<file path="src/rtl/yrr_pkg.sv">
// Package for the YUV 4:2:0 to RGB raster converter.
// Word types, widths, register indexes and conversion constants; no dependencies.
package yrr_pkg;

   localparam int MAX_WIDTH   = 2048;
   localparam int MAX_HEIGHT  = 4096;
   localparam int LINE_DEPTH  = MAX_WIDTH / 2;
   localparam int SLOT_BITS   = $clog2(LINE_DEPTH);
   localparam int COL_BITS    = $clog2(MAX_WIDTH);
   localparam int ROW_BITS    = $clog2(MAX_HEIGHT);
   localparam int WIDTH_BITS  = 12;
   localparam int HEIGHT_BITS = 13;
   localparam int CSR_BITS    = 13;
   localparam int QUEUE_DEPTH = 4;
   localparam int QPTR_BITS   = $clog2(QUEUE_DEPTH);

   localparam logic CSR_FRAME_WIDTH  = 1'b0;
   localparam logic CSR_FRAME_HEIGHT = 1'b1;

   localparam logic [WIDTH_BITS-1:0]  WIDTH_RESET  = 12'd640;
   localparam logic [HEIGHT_BITS-1:0] HEIGHT_RESET = 13'd480;

   localparam int PROD_BITS = 20;
   localparam logic signed [PROD_BITS-1:0] K_LUMA    = 20'sd298;
   localparam logic signed [PROD_BITS-1:0] K_RED_V   = 20'sd409;
   localparam logic signed [PROD_BITS-1:0] K_GREEN_U = 20'sd100;
   localparam logic signed [PROD_BITS-1:0] K_GREEN_V = 20'sd208;
   localparam logic signed [PROD_BITS-1:0] K_BLUE_U  = 20'sd516;
   localparam logic signed [PROD_BITS-1:0] K_ROUND   = 20'sd128;
   localparam logic [8:0] LUMA_OFFSET   = 9'd16;
   localparam logic [8:0] CHROMA_OFFSET = 9'd128;

   typedef struct packed {
      logic [7:0] luma;
      logic [7:0] chroma_blue;
      logic [7:0] chroma_red;
   } req_word_type;

   typedef struct packed {
      logic [7:0] red;
      logic [7:0] green;
      logic [7:0] blue;
      logic       row_end;
      logic       frame_end;
   } rsp_word_type;

   typedef struct packed {
      logic [7:0] luma;
      logic [7:0] chroma_blue;
      logic [7:0] chroma_red;
      logic       row_end;
      logic       frame_end;
   } pix_word_type;

endpackage

</file>
<file path="src/rtl/yrr_queue.sv">
// Short queue of pixel words between the front end and the color math.
// Full flag comes straight from the count register; depends on yrr_pkg.
module yrr_queue
   import yrr_pkg::*;
(
   input  logic         clock,
   input  logic         reset,
   input  logic         push_valid,
   output logic         push_stall,
   input  pix_word_type push_word,
   output logic         pop_valid,
   input  logic         pop_stall,
   output pix_word_type pop_word
);

   pix_word_type           slots_ff [QUEUE_DEPTH];
   logic [QPTR_BITS-1:0]   head_ff, head_in;
   logic [QPTR_BITS-1:0]   tail_ff, tail_in;
   logic [QPTR_BITS:0]     count_ff, count_in;
   logic                   push, pop;

   assign push_stall = (count_ff == (QPTR_BITS+1)'(QUEUE_DEPTH));
   assign pop_valid  = (count_ff != '0);
   assign push       = push_valid && !push_stall;
   assign pop        = pop_valid && !pop_stall;
   assign pop_word   = slots_ff[head_ff];

   always_comb begin
      head_in  = pop ? head_ff + 1'b1 : head_ff;
      tail_in  = push ? tail_ff + 1'b1 : tail_ff;
      count_in = count_ff + (QPTR_BITS+1)'(push) - (QPTR_BITS+1)'(pop);
   end

   always_ff @(posedge clock) begin
      if (reset) begin
         head_ff  <= '0;
         tail_ff  <= '0;
         count_ff <= '0;
      end else begin
         head_ff  <= head_in;
         tail_ff  <= tail_in;
         count_ff <= count_in;
      end
   end

   always_ff @(posedge clock) begin
      if (push) begin
         slots_ff[tail_ff] <= push_word;
      end
   end

endmodule

</file>
<file path="config.mk">
export PLATFORM = sky130hd
export DESIGN_NAME = yrr_queue
export DESIGN_NICKNAME = d
export VERILOG_FILES = /design/src/rtl/yrr_pkg.sv /design/src/rtl/yrr_queue.sv
export SDC_FILE = /design/constraint.sdc
export NUM_CORES = 1
export LEC_CHECK = 0
export ABC_AREA = 0
export BUFFER_PORTS_ARGS = -buffer_cell sky130_fd_sc_hd__buf_2
export CORE_UTILIZATION = 56
export CTS_BUF_LIST = sky130_fd_sc_hd__clkbuf_16
export DETAILED_ROUTE_END_ITERATION = 16
export HOLD_SLACK_MARGIN = 0.15
export PLACE_DENSITY = 0.9
export SLEW_MARGIN = 20
export SYNTH_ARGS = -nofsm -noshare
export SYNTH_HDL_FRONTEND = slang
export SYNTH_SLANG_ARGS = --single-unit
</file>
<file path="constraint.sdc">
create_clock -name clock -period 2.7 [get_ports clock]
set_input_delay 0.54 -clock clock [delete_from_list [all_inputs] [get_ports clock]]
set_output_delay 0.54 -clock clock [all_outputs]
set_load 0.05 [all_outputs]
</file>
# After elaboration in Yosys (flattened, before gate mapping)
# Memory sizes are Yosys's and may differ from the RTL's. A register that Yosys moved wholly into a read port is not among the register bits.
# Cells that the tools add are included.
totals:
  regBits: 7
  ram_bits: 104
  output_inout_bits: 28
  elab_cells: 18
  n_memories: 1
op_classes:
  addsub: 4
  eq_ne: 1
  muxes: 4
  reduce_logical: 5
mem_list:
  columns: ["name", "depth", "width", "read_ports", "rd_clocked_by_memory_dff", "wr", "line_no", "rtl"]
  rows:
  - ["slots_ff", 4, 26, 1, 1, 1, "yrr_queue.sv:16", "pix_word_type slots_ff [QUEUE_DEPTH];"]
op_table:
  columns: ["operator", "n"]
  rows:
  - ["$add 2x1->2 const B", 2]
  - ["$mux 2", 2]
  - ["$add 3x1->3", 1]
  - ["$eq 3x3->1 const B", 1]
  - ["$reduce_bool 3->1", 1]
  - ["$sub 3x1->3", 1]
  - ["$logic_and 1x1->1", 2]
  - ["$logic_not 1->1", 2]
  - ["$mux 1", 2]

# Longest topological paths before layout
depth:
  word_depth: 5
  ltp_mapped: 11
  depth_no_buf: 11

# Least setup slack after synthesis
# OpenSTA, ideal clock, no wires.
synth_timing:
  path_type: "flip-flop to flip-flop"
  start: "register count_ff[1]"
  end: "register count_ff[2]"
  setup_ps: 78
  arrival_time_ps: 2606
  slack_ps: 16
  stages_incl_launch_ff: 12
  period_less_slack_ps: 2684
  cell_sequence: "dfxtp_1 -> nor3b_2 -> nor2_1 -> inv_1 -> ha_1 -> inv_1 -> ha_1 -> inv_1 -> fa_1 -> xor2_1 -> and2_1 -> nor3_1"
synth_between:
  elab_chain_len: 5
  elab_cells_between_ends: 7
  classes_between: "add/sub (2); eq/ne (1); reduce/logical (4)"
synth_rtl:
  columns: ["item", "line_no", "rtl"]
  rows:
  - ["start: declaration", "yrr_queue.sv:19", "logic [QPTR_BITS:0] count_ff, count_in;"]
  - ["start signal: assignment", "yrr_queue.sv:42", "count_ff <= count_in;"]
  - ["$eq 3x3->1", "yrr_queue.sv:22", "assign push_stall = (count_ff == (QPTR_BITS+1)'(QUEUE_DEPTH));"]
  - ["named net push_stall", "yrr_queue.sv:9", "output logic push_stall,"]
  - ["$logic_not 1->1", "yrr_queue.sv:24", "assign push = push_valid && !push_stall;"]
  - ["$logic_and 1x1->1", "yrr_queue.sv:24", null]
  - ["$add 3x1->3", "yrr_queue.sv:31", "count_in = count_ff + (QPTR_BITS+1)'(push) - (QPTR_BITS+1)'(pop);"]
  - ["$sub 3x1->3", "yrr_queue.sv:31", null]
# The timed path passes the listed nets, and every way through them passes these cells.
# A chain may end at the register's enable or synchronous reset.

==> impl_metrics.toml <==
[clock_network]
post-cts-setup-buffers = 0
cts.sinks = 113
cts_buffers = 17
ctsHoldBuffers = 0
cts_buffer_depth = 2
clk_latency_ns = 0.40
path_clk_slew_ns = 0.05
htreeDepth = 4
root_buffer = "clkbuf_16"
cts_resized = 0
cts_tree = "done"

[routing]
vias = 2089
drt_iter0_markers = 120
drc = 0
wl_per_cell_um = 20.9
antenna_left = 0
wirelength_mm = 7.84
viasPerCell = 5.56
dr.pass1.iters = 4

[setup_path]
crit_arrival_ns = 1.86
crit_fanout = 13
crit_path_end_kind = "primary output"
crit_type = "flip-flop to primary output"
critPathLaunchType = "flip-flop"
worstPathRequired_ns = 2.16
worstRegToRegCells = 11

[floorplanning]
rows = 31
start_util_pct = 58.4
ios = 58
dieWidth_um = 89.4
die_h_um = 89.4
coreArea_mm2 = 0.00733
dieArea_mm2 = 0.00800

[pwr]
combPwrFrac_pct = 25.0
switchingPower_mw = 1.92
max-vdd-ir-drop_v = 0.000579
cellLeakagePower_nw = 1.90
powerDensity_mw_per_mm2 = 1140
seqPwrFrac_pct = 36.4
switching_share_pct = 31.6
clkPwrFrac_pct = 38.6
p_int_mw = 4.15

[grt]
antenna_found_initial = 0
grt_usage_pct = 22.0
grt_pass1_vias = 2182
grt_overflow = 0
grt_max_degree = 27
grt_pass1_wl_mm = 11.5

[timing]
fin_skew_ns = 0.00624
rsz0062_at_grt = "false"
period_share_pct = 88.9
worstMarginPinSlew_ns = 0.403
slew_headroom_pct = 73.1
fin_crit_ns = 2.40
tns_ns = 0
setup_violations = 0
drv_slew = 0
fmax_mhz = 416
final_hold_viol_count = 0

[synthesis]
synth-seq-area-share_pct = 77.2
synth_compound_area_share_pct = 0.585
synth_top_family_by_area = "multiplexers"
ys_types = 26
postSynthRegisterBits = 113
synth_area_mm2 = 0.00428
yosys.area_share.simple_pct = 2.86
synth.net_count = 225
synthMuxAreaShare_pct = 14.7
postSynthAreaPerCell_um2 = 22.8
ys_warn_count = 0
synthCells = 188
synthXorXnorAreaFrac_pct = 0.205
synth_fa_ha_area_share_pct = 2.22

[finish]
final_cell_mix = "edfxtp_1 (104), buf_2 (57), mux4_2 (20)"
drive_above_1_share_pct = 43.3
fin_nets = 301
area_growth_pct = 24.0
mostFrequentLayoutCell = "edfxtp_1"
finalNonFillerCells = 376
diodes = 0

[run_status]
status = "complete, no violations"

[placed_design]
gp_congestion = 0.665
dp.cells = 344
io_buffers = 57
dp_hpwl_mm = 4.37

[min_path]
worst_hold_path_type = "input port to flip-flop"
hold_path_depth = 1

[job]
max_cap_viol_count = 0
registers in the layout, indices dropped and copies added (netlist names), named ones only:
register / cells
head_ff: 2
tail_ff: 2
slots_ff: 104
count_ff: 3
power by group through the flow:
stage          sequential (mW)  combinational (mW)  clock (mW)
2_1_floorplan             2.21                1.24           0
5_1_grt                   2.23                1.62        2.46
3_5_place_dp              2.24                1.52           0
3_3_place_gp              2.22                1.50           0
4_1_cts                   2.21                1.54        2.38
6_report                  2.21                1.52        2.34
synthesized netlist by cell type, drive strengths merged:
library cell  number  area (um^2)
edfxtp           104         3120
mux4              26          608
dfxtp              9          180
inv                7         26.3
ha                 6         75.1
and2               5         31.3
buf                5         61.3
nor2               5         18.8
a21oi              3         15.0
clkbuf             2         8.75
nand2b             2         12.5
nor2b              2         12.5
nor3               2         15.0
nor3b              2         20.0
o21ai              2         10.0
or3                2         12.5
fa                 1         20.0
mux2               1         11.3
mux2i              1         10.0
xor2               1         8.76
path summary, 6_finish.rpt:
path,endpoint,from,slack [ns]
setup / recovery,pop_word[23],flip-flop,0.30
hold / removal,slots_ff[0][18],push_word[18],0.35
setup reg to reg,count_ff[2],count_ff[1],0.34
hold reg to reg,head_ff[0],head_ff[0],0.53
metrics by stage:
stage	utilization, %	area, um^2	hold WS (ns)	setup slack (ns)	total power, mW
4_1_cts	72.4	5310	0.333	0.266	6.13
3_5_place_dp	63.7	4670	0.513	0.216	3.76
5_1_grt	72.4	5310	0.336	0.0775	6.31
3_3_place_gp	63.7	4670	0.502	0.339	3.72
6_report	72.4	5310	0.349	0.298	6.07
2_1_floorplan	-	4280	0.482	0.0160	3.45
cell families after synthesis:
group,after synthesis
DFF,113
and+or+nand+nor,20
AOI/OAI and AO/OA,5
muxes,28
adders and majority gates,7
xor gates and xnor gates,1
buffers and inverters,14
routing by layer:
layer / vias to the layer above / wire [um] / track usage (%)
met2: 72 / 4240 / 36.7
met4: 0 / 77 / 9.24
met3: 10 / 391 / 8.03
met1: 1083 / 3130 / 26.1
li1: 924 / - / -
met5: - / 0 / 0
layout make-up:
cell class              instances  area (um^2)
repair buffers                 64          338
clock buffers                  17          425
inverters                       7         26.3
clock inverters                15          209
flip-flops and latches        113         3300
multi-input cells              61          881
fillers                       435         2020
well taps                      99          124
worst max-delay path: stages (launching register included):
cell	delay [ns]
dfxtp_2	0.34
buf_4	0.27
mux4_1	0.61
buf_2	0.24
No activity file was read; power rests on OpenSTA's default activity.
