## src/rtl/yrr_pkg.sv

```systemverilog
// Package for the YUV 4:2:0 to RGB raster converter.
// Word types, widths, register indexes and conversion constants; no dependencies.
package yrr_pkg;

   localparam int MAX_WIDTH   = 2048;
   localparam int MAX_HEIGHT  = 4096;
   localparam int LINE_DEPTH  = MAX_WIDTH / 2;
   localparam int SLOT_BITS   = $clog2(LINE_DEPTH);
   localparam int COL_BITS    = $clog2(MAX_WIDTH);
   localparam int ROW_BITS    = $clog2(MAX_HEIGHT);
   localparam int WIDTH_BITS  = 12;
   localparam int HEIGHT_BITS = 13;
   localparam int CSR_BITS    = 13;
   localparam int QUEUE_DEPTH = 4;
   localparam int QPTR_BITS   = $clog2(QUEUE_DEPTH);

   localparam logic CSR_FRAME_WIDTH  = 1'b0;
   localparam logic CSR_FRAME_HEIGHT = 1'b1;

   localparam logic [WIDTH_BITS-1:0]  WIDTH_RESET  = 12'd640;
   localparam logic [HEIGHT_BITS-1:0] HEIGHT_RESET = 13'd480;

   localparam int PROD_BITS = 20;
   localparam logic signed [PROD_BITS-1:0] K_LUMA    = 20'sd298;
   localparam logic signed [PROD_BITS-1:0] K_RED_V   = 20'sd409;
   localparam logic signed [PROD_BITS-1:0] K_GREEN_U = 20'sd100;
   localparam logic signed [PROD_BITS-1:0] K_GREEN_V = 20'sd208;
   localparam logic signed [PROD_BITS-1:0] K_BLUE_U  = 20'sd516;
   localparam logic signed [PROD_BITS-1:0] K_ROUND   = 20'sd128;
   localparam logic [8:0] LUMA_OFFSET   = 9'd16;
   localparam logic [8:0] CHROMA_OFFSET = 9'd128;

   typedef struct packed {
      logic [7:0] luma;
      logic [7:0] chroma_blue;
      logic [7:0] chroma_red;
   } req_word_type;

   typedef struct packed {
      logic [7:0] red;
      logic [7:0] green;
      logic [7:0] blue;
      logic       row_end;
      logic       frame_end;
   } rsp_word_type;

   typedef struct packed {
      logic [7:0] luma;
      logic [7:0] chroma_blue;
      logic [7:0] chroma_red;
      logic       row_end;
      logic       frame_end;
   } pix_word_type;

endpackage

```

## src/rtl/yrr_back.sv

```systemverilog
// Back end: BT.601 integer color math in two stages with clipping.
// Products are registered before the sums; depends on yrr_pkg.
module yrr_back
   import yrr_pkg::*;
(
   input  logic         clock,
   input  logic         reset,
   input  logic         pix_valid,
   output logic         pix_stall,
   input  pix_word_type pix_word,
   output logic         rsp_valid,
   input  logic         rsp_stall,
   output rsp_word_type rsp_word
);

   typedef logic signed [PROD_BITS-1:0] prod_type;

   function automatic logic [7:0] clip_channel(input prod_type sum);
      logic [7:0] result;
      if (sum[PROD_BITS-1]) begin
         result = 8'd0;
      end else if (|sum[PROD_BITS-2:16]) begin
         result = 8'd255;
      end else begin
         result = sum[15:8];
      end
      return result;
   endfunction

   prod_type     c_ext, d_ext, e_ext;
   prod_type     p_luma_ff, p_red_v_ff, p_green_u_ff, p_green_v_ff, p_blue_u_ff;
   prod_type     sum_red, sum_green, sum_blue;
   logic         s1_row_end_ff, s1_frame_end_ff;
   logic         s1_valid_ff, s1_valid_in;
   logic         out_valid_ff, out_valid_in;
   rsp_word_type out_word_ff;
   logic         out_adv, s1_adv, take;

   assign out_adv   = !out_valid_ff || !rsp_stall;
   assign s1_adv    = !s1_valid_ff || out_adv;
   assign pix_stall = !s1_adv;
   assign take      = pix_valid && s1_adv;

   always_comb begin
      c_ext = PROD_BITS'($signed({1'b0, pix_word.luma} - LUMA_OFFSET));
      d_ext = PROD_BITS'($signed({1'b0, pix_word.chroma_blue} - CHROMA_OFFSET));
      e_ext = PROD_BITS'($signed({1'b0, pix_word.chroma_red} - CHROMA_OFFSET));
      sum_red   = p_luma_ff + p_red_v_ff + K_ROUND;
      sum_green = p_luma_ff - p_green_u_ff - p_green_v_ff + K_ROUND;
      sum_blue  = p_luma_ff + p_blue_u_ff + K_ROUND;
      s1_valid_in  = s1_adv ? pix_valid : s1_valid_ff;
      out_valid_in = out_adv ? s1_valid_ff : out_valid_ff;
   end

   always_ff @(posedge clock) begin
      if (reset) begin
         s1_valid_ff  <= 1'b0;
         out_valid_ff <= 1'b0;
      end else begin
         s1_valid_ff  <= s1_valid_in;
         out_valid_ff <= out_valid_in;
      end
   end

   always_ff @(posedge clock) begin
      if (take) begin
         p_luma_ff       <= c_ext * K_LUMA;
         p_red_v_ff      <= e_ext * K_RED_V;
         p_green_u_ff    <= d_ext * K_GREEN_U;
         p_green_v_ff    <= e_ext * K_GREEN_V;
         p_blue_u_ff     <= d_ext * K_BLUE_U;
         s1_row_end_ff   <= pix_word.row_end;
         s1_frame_end_ff <= pix_word.frame_end;
      end
      if (out_adv && s1_valid_ff) begin
         out_word_ff.red       <= clip_channel(sum_red);
         out_word_ff.green     <= clip_channel(sum_green);
         out_word_ff.blue      <= clip_channel(sum_blue);
         out_word_ff.row_end   <= s1_row_end_ff;
         out_word_ff.frame_end <= s1_frame_end_ff;
      end
   end

   assign rsp_valid = out_valid_ff;
   assign rsp_word  = out_word_ff;

endmodule

```

## config.mk

```make
export PLATFORM = sky130hd
export DESIGN_NAME = yrr_back
export DESIGN_NICKNAME = d
export VERILOG_FILES = /design/src/rtl/yrr_pkg.sv /design/src/rtl/yrr_back.sv
export SDC_FILE = /design/constraint.sdc
export NUM_CORES = 1
export LEC_CHECK = 0
export ABC_AREA = 1
export ABC_CLOCK_PERIOD_IN_PS = 5700
export BUFFER_PORTS_ARGS = -buffer_cell sky130_fd_sc_hd__buf_4
export CAP_MARGIN = 20
export CORE_ASPECT_RATIO = 1.5
export CORE_UTILIZATION = 64
export DETAILED_ROUTE_END_ITERATION = 16
export GPL_TIMING_DRIVEN = 0
export PLACE_DENSITY = 0.83
export SETUP_SLACK_MARGIN = 0.02
export SYNTH_ARGS = -nofsm -noshare
export SYNTH_HDL_FRONTEND = slang
export SYNTH_SLANG_ARGS = --single-unit
```

## constraint.sdc

```tcl
create_clock -name clock -period 5.7 [get_ports clock]
set_input_delay 0.57 -clock clock [delete_from_list [all_inputs] [get_ports clock]]
set_output_delay 0.57 -clock clock [all_outputs]
set_load 0.01 [all_outputs]
```

# After elaboration in Yosys (flattened, before gate mapping)
# Index checks and enable logic that the tools add are counted.
# op_classes
add_sub_neg	10
multipliers	5
n_mux	3
n_reduce_logical	11
# ops
op	count
$add 20x9->20 const B	3
$add 20x20->20	2
$sub 20x20->20	2
$mul 9x9->18 const B	2
$mux 8	3
$mul 9x10->19 const B	1
$sub 8x8->9 const B	2
$mul 9x6->15 const B	1
$mul 9x5->14 const B	1
$reduce_or 3->1	3
$sub 8x5->9 const B	1
$logic_not 1->1	4
$logic_and 1x1->1	2
$logic_or 1x1->1	2
# totals
reg_bits	121
input_bits	30
output_inout_bits	28
word_cells	43

# Longest topological paths before layout
# Gate-level depths: netlist (run 1).
# depth
ltp_word	5
mapped_depth	21

# Worst setup path after synthesis (run 1)
# Ideal clock, no wire load.
# synth_path
path_kind	input -> register
startpoint	in pix_word[22] in the netlist's numbering
endpoint	reg p_luma_ff[16] (data pin)
arrival_time_ns	4.161
required_time_ns	5.448
slack_ns	1.287
stages	21
n_path_buf	0
cell_sequence	inv_1 ha_1 nand2_1 nor2_2 ha_1 ha_1 inv_1 fa_1 fa_1 inv_1 ha_1 a21oi_1 o21ai_2 nand2_1 nand2_1 a21oi_1 o21ai_0 nand2_1 nand2_1 nand2_1 nand2_1
# synth_between
elab_chain_cells	2
# synth_rtl
item	line	source
start, declared	yrr_back.sv:10	input pix_word_type pix_word,
$sub 8x5->9	yrr_back.sv:45	c_ext = PROD_BITS'($signed({1'b0, pix_word.luma} - LUMA_OFFSET));
$mul 9x9->18	yrr_back.sv:67	p_luma_ff <= c_ext * K_LUMA;
end signal, assigned	yrr_back.sv:67	
end, declared	yrr_back.sv:31	prod_type p_luma_ff, p_red_v_ff, p_green_u_ff, p_green_v_ff, p_blue_u_ff;
# Every way passes these cells.
# A chain may end at the register's enable or synchronous reset.

# Worst setup path after layout (run 1)
# Same ends and word-level chain as after synthesis.

==> impl_results.md, run 1 <==
- Skew-Pair Late Insertion Delay: 350 ps
- RR Startpoint: p_luma_ff[12]
- Crit. End Element: flip-flop
- Max stage delay on crit path: 550 ps
- Critical path type: input port to flip-flop
- CTS HTree Levels: 3
- DIE AREA: 19,300 sq um
- Clock buffer depth: 2
- TritonCTS Buffers: 9
- WP data arrival: 4690 ps
- Fmax: 0.218 GHz
- Min-delay src: reset
- Post-synth EDFFs: 107
- All-Layer GR Usage: 27.3%
- Cell area after placement: 12,700 sq um
- Clock share of power: 10.0%
- Relative slew slack: 62.9%
- Synth area leaders: ha_1, edfxtp_1, fa_1
- Antenna diodes: 0
- Final instance area: 13,100 sq um
- Grt ovf: 0
- Hold_buf cts: 0
- CTS tree: yes
- Worst-margin pin slew: 556 ps
- DR vias/cell: 5.39
- Combinational share of power: 70.4%
- Setup TNS: 0 ps
- Synth async-reset ratio: 0%
- Sw frac: 49.8%
- Commonest cells in the synthesized netlist: inv_1, ha_1, nand2_1
- Critical Path Start: pix_word[22]
- Die height: 169 microns
- Share of cells above drive strength 1: 7.74%
- Most frequent cell after synthesis: inv_1
- RSZ-0062 raised after global routing: false
- Antenna viol nets, final: 0
- Resized cells post-CTS: 0
- Port-buffer cells: 57
- Hold path depth: 2
- Syn Area/Cell: 8.89 sq um
- DRC: 0
- Post-synth top area cell: ha_1
- Max-Cap Viols: 0
- Skew final: 9.62 ps
- Root Driver: clkbuf_16
- Area Overhead vs Synth: 9.29%
- Final hold violation count: 0
- Initial antenna violation count: 0
- Pleak: 6.92 nW
- Crit-path max FO: 10
- Clock sinks: 109
- Part of the power in registers: 19.6%
- Mapped Area: 12,000 sq um
- Number of warnings issued by yosys: 0
- Internal Power: 3.40 mW
- Worst R2R Path Depth: 13
- Clock-pin slew on the worst setup and hold paths: 70 ps
- Drt first-iter violations: 418
- Drt total wl: 24,500 microns
- VDD IR max: 292 uV
- Global-route wire length before repair: 41,300 microns
- Placed wire-length estimate: 20,400 microns
- Pins Over Slew Limit: 0
- DIE WIDTH: 114 microns
- Post-CTS Setup Repair Bufs: 0
- Tcrit/Tclk final: 80.4%
- Required time worst endpoint: 5810 ps
- Post-layout nets: 1,758
- Cells after Synth: 1,346
- Starting Density: 66.1%
- DR WL/cell: 14.7 microns
- Worst-path cell chain: buf_4 > inv_1 > ha_1 > nand2_1 > nor2_2 > ha_1 > ha_1 > inv_1 > fa_1 > fa_1 > inv_1 > ha_1 > a21oi_1 > o21ai_2 > nand2_1 > nand2_1 > a21oi_1 > o21ai_0 > nand2_1 > nand2_1 > nand2_1 > nand2_1
- Crit path top cell by count: nand2_1
- Distinct cells, synth: 41
- Status: finished clean
- Critical Path Source Type: input port
- CP max-delay cell: fa_1
- Dominant synthesized flop cell: edfxtp_1
- Synthesized flop and latch total: 109
- Vias in the first global route: 9,131
- RePlAce Congestion: 0.924
- P per Cell Area: 519 nW/um^2
- # setup viols final: 0
- Largest net degree at the start of global routing: 79
- Via Count: 8,996
- Tmin final: 4580 ps
- Synth top area share: 27.0%
- Seq/Total Area, Yosys: 27.2%
- P_sw: 3.38 mW
- Core area: 18,100 sq um
- DRT Pass-1 Iters: 7
- Post-Syn Nets: 1,688
- Fillers: 1,366
- FP Rows: 60
- Worst Hold Class: input port to flip-flop
- I/O pin count: 58
==> power by group through the flow <==
stage               Combinational (mW)  Sequential (mW)  Clock, mW
finish                            4.78             1.33      0.678
global route                      5.42             1.34      0.712
CTS                               4.74             1.33      0.682
detailed placement                4.68             1.35          0
global placement                  4.57             1.34          0
floorplan                         3.66             1.30          0
==> area by class of cell <==
class,count,area (sq um),area share [%]
Timing Repair Buffer,59,470,3.60
Inverter,268,1010,7.71
Multi-Input combinational cell,969,7710,58.9
Clock inverter,7,98.8,0.756
Sequential cell,109,3250,24.9
Clock buffer,9,225,1.72
Tap cell,248,310,2.37
==> critical path, delay by kind of cell <==
family,cells,cell delay [ps]
buffers and inverters,4,390
AND/OR/NAND/NOR,8,840
AO/OA/AOI/OAI,4,660
adder cells (fa/ha/maj),6,2230
==> flip-flops by register name (all words and copies together), names as in the netlist <==
register / flops
s1_valid_ff: 1
s1_row_end_ff: 1
rsp_valid: 1
s1_frame_end_ff: 1
rsp_word: 26
p_luma_ff: 18
p_green_u_ff: 12
p_green_v_ff: 12
p_blue_u_ff: 18
p_red_v_ff: 19
==> logic make-up (layout without fill, tap and decap cells) <==
group | Yosys count | in the layout | share of synthesized area (%)
AOI/OAI and AO/OA | 148 | 148 | 6.90
and+or+nand+nor | 439 | 439 | 16.0
adders and majority gates | 312 | 312 | 36.0
xor gates and xnor gates | 70 | 70 | 5.44
DFF | 109 | 109 | 27.2
buffers and inverters | 268 | 343 | 8.41
==> metrics by stage <==
stage / total power [mW] / setup WS (ps) / util, % / instances / hold slack [ps]
floorplan: 4.95 / 1290 / - / 1346 / 400
global placement: 5.91 / 812 / 70.2 / 1651 / 405
detailed placement: 6.03 / 726 / 70.5 / 1653 / 412
CTS: 6.75 / 1090 / 72.3 / 1669 / 369
global route: 7.48 / 767 / 72.3 / 1669 / 375
finish: 6.79 / 1120 / 72.3 / 1669 / 376
==> placed cells by master (no fill, tap or decap), types with 30 or more instances in the layout <==
master,instances
fa_1,54
edfxtp_1,107
a21oi_1,84
buf_4,57
xnor2_1,30
nor2_1,61
nand3_1,69
xor2_1,38
ha_1,258
nand2_1,256
inv_1,263
==> path summary, 6_finish.rpt <==
| path | to | slack [ps] |
|---|---|---|
| max | p_luma_ff[16] | 1120 |
| max reg2reg | rsp_word[10] | 2470 |
| min reg2reg | rsp_word[1] | 430 |
| min | rsp_valid | 380 |
==> per-layer routing <==
| metal | share of wire (%) | global-route usage [%] |
|---|---|---|
| met2 | 53 | 52.5 |
| met3 | 3.2 | 2.79 |
| met4 | 4.6 | 14.2 |
| met5 | 0 | 0 |
| met1 | 40 | 28.9 |
Power figures use the tool's default switching activity.
==> inputs of run 2 (changes only) <==
ABC_AREA = 0   (was 1)
ABC_CLOCK_PERIOD_IN_PS = 4800   (was 5700)
CORE_UTILIZATION = 63   (was 64)
PLACE_DENSITY = 0.82   (was 0.83)
clock period = 4.8 ns   (was 5.7 ns; I/O delays follow)
==> impl_results.md, run 2 <==
- Status: finished clean
- Drt total wl: 20,600 microns (-16%)
- Port-buffer cells: 57 (unchanged)
- Crit-path max FO: 5 (-5)
- Share of cells above drive strength 1: 8.90% (+1.2 points)
- Clock share of power: 11.5% (+1.5 points)
- XOR/XNOR Fraction of Synth Area: 6.68% (+1.2 points)
- Worst Hold Class: input port to flip-flop
- RSZ-0062 raised after global routing: false
- Antenna viol nets, final: 0 (unchanged)
- CTS HTree Levels: 3 (unchanged)
- DRC: 0 (unchanged)
- Synth Area in Simple Gates: 5.78% (-10 points)
- Clock sinks: 109 (unchanged)
- Critical path type: input port to flip-flop
- Post-synthesis compound-gate area fraction: 10.8% (+3.9 points)
- Tmin final: 4460 ps
- Relative slew slack: 54.0% (-9.0 points)
- Post-Syn Nets: 1,330 (-21%)
- DR vias/cell: 5.68 (+5.3%)
- Final hold violation count: 0 (unchanged)
- Synth async-reset ratio: 0% (unchanged)
- TritonCTS Buffers: 9 (unchanged)
- P_sw: 2.98 mW (-12%)
- Largest register FFs: 26 (unchanged)
- Initial antenna violation count: 0 (unchanged)
- # setup viols final: 0 (unchanged)
- Area Overhead vs Synth: 10.3%
- Seq/Total Area, Yosys: 30.2% (+3.0 points)
- Post-layout nets: 1,405 (-20%)
- Post-synth top area cell: ha_1
- Placed wire-length estimate: 17,200 microns (-16%)
- Syn Area/Cell: 10.9 sq um (+23%)
- Min setup slack post-route: 339 ps (-777 ps)
- Global-route wire length before repair: 34,100 microns (-18%)
- Post-synthesis mux area share: 0.383% (+0.38 points)
- DRT Pass-1 Iters: 4 (-3)
- WHS: 281 ps (-95.6 ps)
- Commonest cells after routing, fill and taps aside: ha_1, inv_1, edfxtp_1
- Fmax: 0.224 GHz
- Mapped Area: 10,800 sq um (-10%)
- Worst-margin pin slew: 686 ps (+129 ps)
- Largest net degree at the start of global routing: 39 (-51%)
- Setup WS pre-CTS: -404 ps (-1130 ps)
- Distinct cells, synth: 51 (+24%)
- Sw frac: 44.4% (-5.5 points)
- Cells after Synth: 988 (-27%)
- RePlAce Congestion: 0.900 (-2.6%)
- WP data arrival: 4570 ps (-120 ps)
- Via Count: 7,253 (-19%)
- Final instance area: 11,900 sq um (-9.1%)
- DIE AREA: 17,600 sq um (-8.4%)
- Adder-Cell Fraction of Synth Area: 40.0% (+4.0 points)
- Skew final: 9.54 ps (-0.0768 ps)
- Clock buffer depth: 2 (unchanged)
- Largest family of logic cells by synthesized area: adder cells
- Core area: 16,800 sq um (-7.3%)
- Synthesized flop and latch total: 109 (unchanged)
- I/O pin count: 58 (unchanged)
- Skew-Pair Late Insertion Delay: 360 ps (about the same)
- Clock-pin slew on the worst setup and hold paths: 70 ps (about the same)
- VDD IR max: 472 uV (+62%)
- Required time worst endpoint: 4910 ps (-900 ps)
- Vias in the first global route: 7,424 (-19%)
- Grt ovf: 0 (unchanged)
- Max-Cap Viols: 0 (unchanged)
- Post-synth EDFFs: 107 (unchanged)
- DR WL/cell: 16.1 microns (+9.5%)
- Commonest cells in the synthesized netlist: ha_1, inv_1, edfxtp_1
- Root Driver: clkbuf_16
- CTS tree: yes
- Number of warnings issued by yosys: 0 (unchanged)
- Crit. End Element: flip-flop
- Dominant synthesized flop cell: edfxtp_1
- Synth top area share: 30.0% (+3.0 points)
- Synth area leaders: ha_1, edfxtp_1, fa_1
- DIE WIDTH: 109 microns (-4.3%)
- Most frequent cell after synthesis: ha_1
- Antenna diodes: 0 (unchanged)
- Post-layout util: 70.9% (-1.4 points)
- P per Cell Area: 566 nW/um^2 (+9.1%)
- Cell area after placement: 11,500 sq um (-9.6%)
- Tcrit/Tclk final: 92.9%
- Part of the power in registers: 23.4% (+3.8 points)
- Die height: 162 microns (-4.3%)
- Internal Power: 3.74 mW (+9.9%)
- Pleak: 5.85 nW (-16%)
- FP Rows: 58 (-3.3%)
- All-Layer GR Usage: 25.2% (-2.1 points)
- Pins Over Slew Limit: 0 (unchanged)
- Commonest non-fill, non-tap cell in the layout: ha_1
- Combinational share of power: 65.1% (-5.3 points)
- Starting Density: 64.2% (-1.9 points)
- Drt first-iter violations: 254 (-39%)
- Critical Path Source Type: input port
==> run 2: cell count changes after synthesis, moves of 7 or more <==
| cell | change |
|---|---|
| o21ai_0 | -10 |
| nand2_1 | -229 |
| a21o_1 | +7 |
| xor2_1 | -11 |
| a21oi_1 | -19 |
| nor3_1 | +10 |
| nand2_2 | -10 |
| o21a_1 | +20 |
| nand3_1 | -63 |
| a31oi_1 | +11 |
| inv_1 | -93 |
| nor2_1 | -20 |
| nor2b_1 | +9 |
| xnor2_1 | +22 |
==> run 2: cell type report <==
cell class	count	area, sq um
clock inverter	7	80.1
inverter	171	642
buffer	4	15.0
fill	1209	4890
sequential	109	3250
clock buffer	9	225
multi-input combinational	704	6890
tap	210	263
timing repair buffer	64	513
==> run 2: cell families (layout without fill, tap and decap cells) <==
| family | after synthesis | in the layout |
|---|---|---|
| fa+ha+maj | 312 | 312 |
| buf+inv | 175 | 255 |
| mux | 4 | 4 |
| compound gates | 179 | 179 |
| flops | 109 | 109 |
| simple gates | 129 | 129 |
| xor+xnor | 80 | 80 |
==> run 2: power by group through the flow <==
| stage | clock [mW] | combinational, mW | sequential, mW |
|---|---|---|---|
| floorplan | 0 | 3.37 | 1.54 |
| global placement | 0 | 4.18 | 1.59 |
| detailed placement | 0 | 4.31 | 1.60 |
| CTS | 0.781 | 4.36 | 1.58 |
| global route | 0.815 | 4.93 | 1.59 |
| finish | 0.775 | 4.37 | 1.58 |
==> run 2: repair_timing <==
| action | 4_1_cts | 5_1_grt |
|---|---|---|
| gates resized for setup | 1 | 1 |
| setup endpoints to repair | 2 | 2 |
| setup buffers | 0 | 4 |
| pin swaps | 0 | 0 |
| hold buffers | 0 | 0 |
==> run 2: stage by stage <==
stage / std cells / power [mW] / TNS (ps)
2_1_floorplan: 988 / 4.91 / 0
3_3_place_gp: 1255 / 5.78 / -778
3_5_place_dp: 1258 / 5.91 / -1240
4_1_cts: 1274 / 6.72 / 0
5_1_grt: 1278 / 7.34 / 0
6_report: 1278 / 6.73 / 0
==> run 2: final timing paths <==
path	startpoint	endpoint	slack, ps	cells past startpoint
worst max register to register	p_luma_ff[6]	rsp_word[13]	730	11
worst max-delay path	pix_word[22]	p_luma_ff[16]	340	18
worst min-delay path	reset	rsp_valid	280	2
worst min register to register	s1_row_end_ff	rsp_word[1]	420	0
==> run 2: layer usage <==
layer | part of all wire, % | vias up | wire, microns | GRT usage [%]
met5 | 0 | - | 0 | 0
met4 | 6.7 | 0 | 1380 | 16.4
met3 | 2.5 | 64 | 513 | 3.29
met2 | 52 | 125 | 10700 | 44.9
met1 | 39 | 3450 | 7990 | 27.7
li1 | - | 3614 | - | -
==> run 2: critical path: stages <==
cell,delay (ps)
buf_4,120
inv_1,150
ha_1,260
nor3b_4,310
ha_1,320
ha_1,300
inv_1,70
fa_1,430
fa_1,540
inv_1,40
ha_1,320
o21ai_0,120
nand2b_1,120
a21o_1,210
a31o_2,260
a41oi_1,260
nand2b_1,100
xor2_1,150
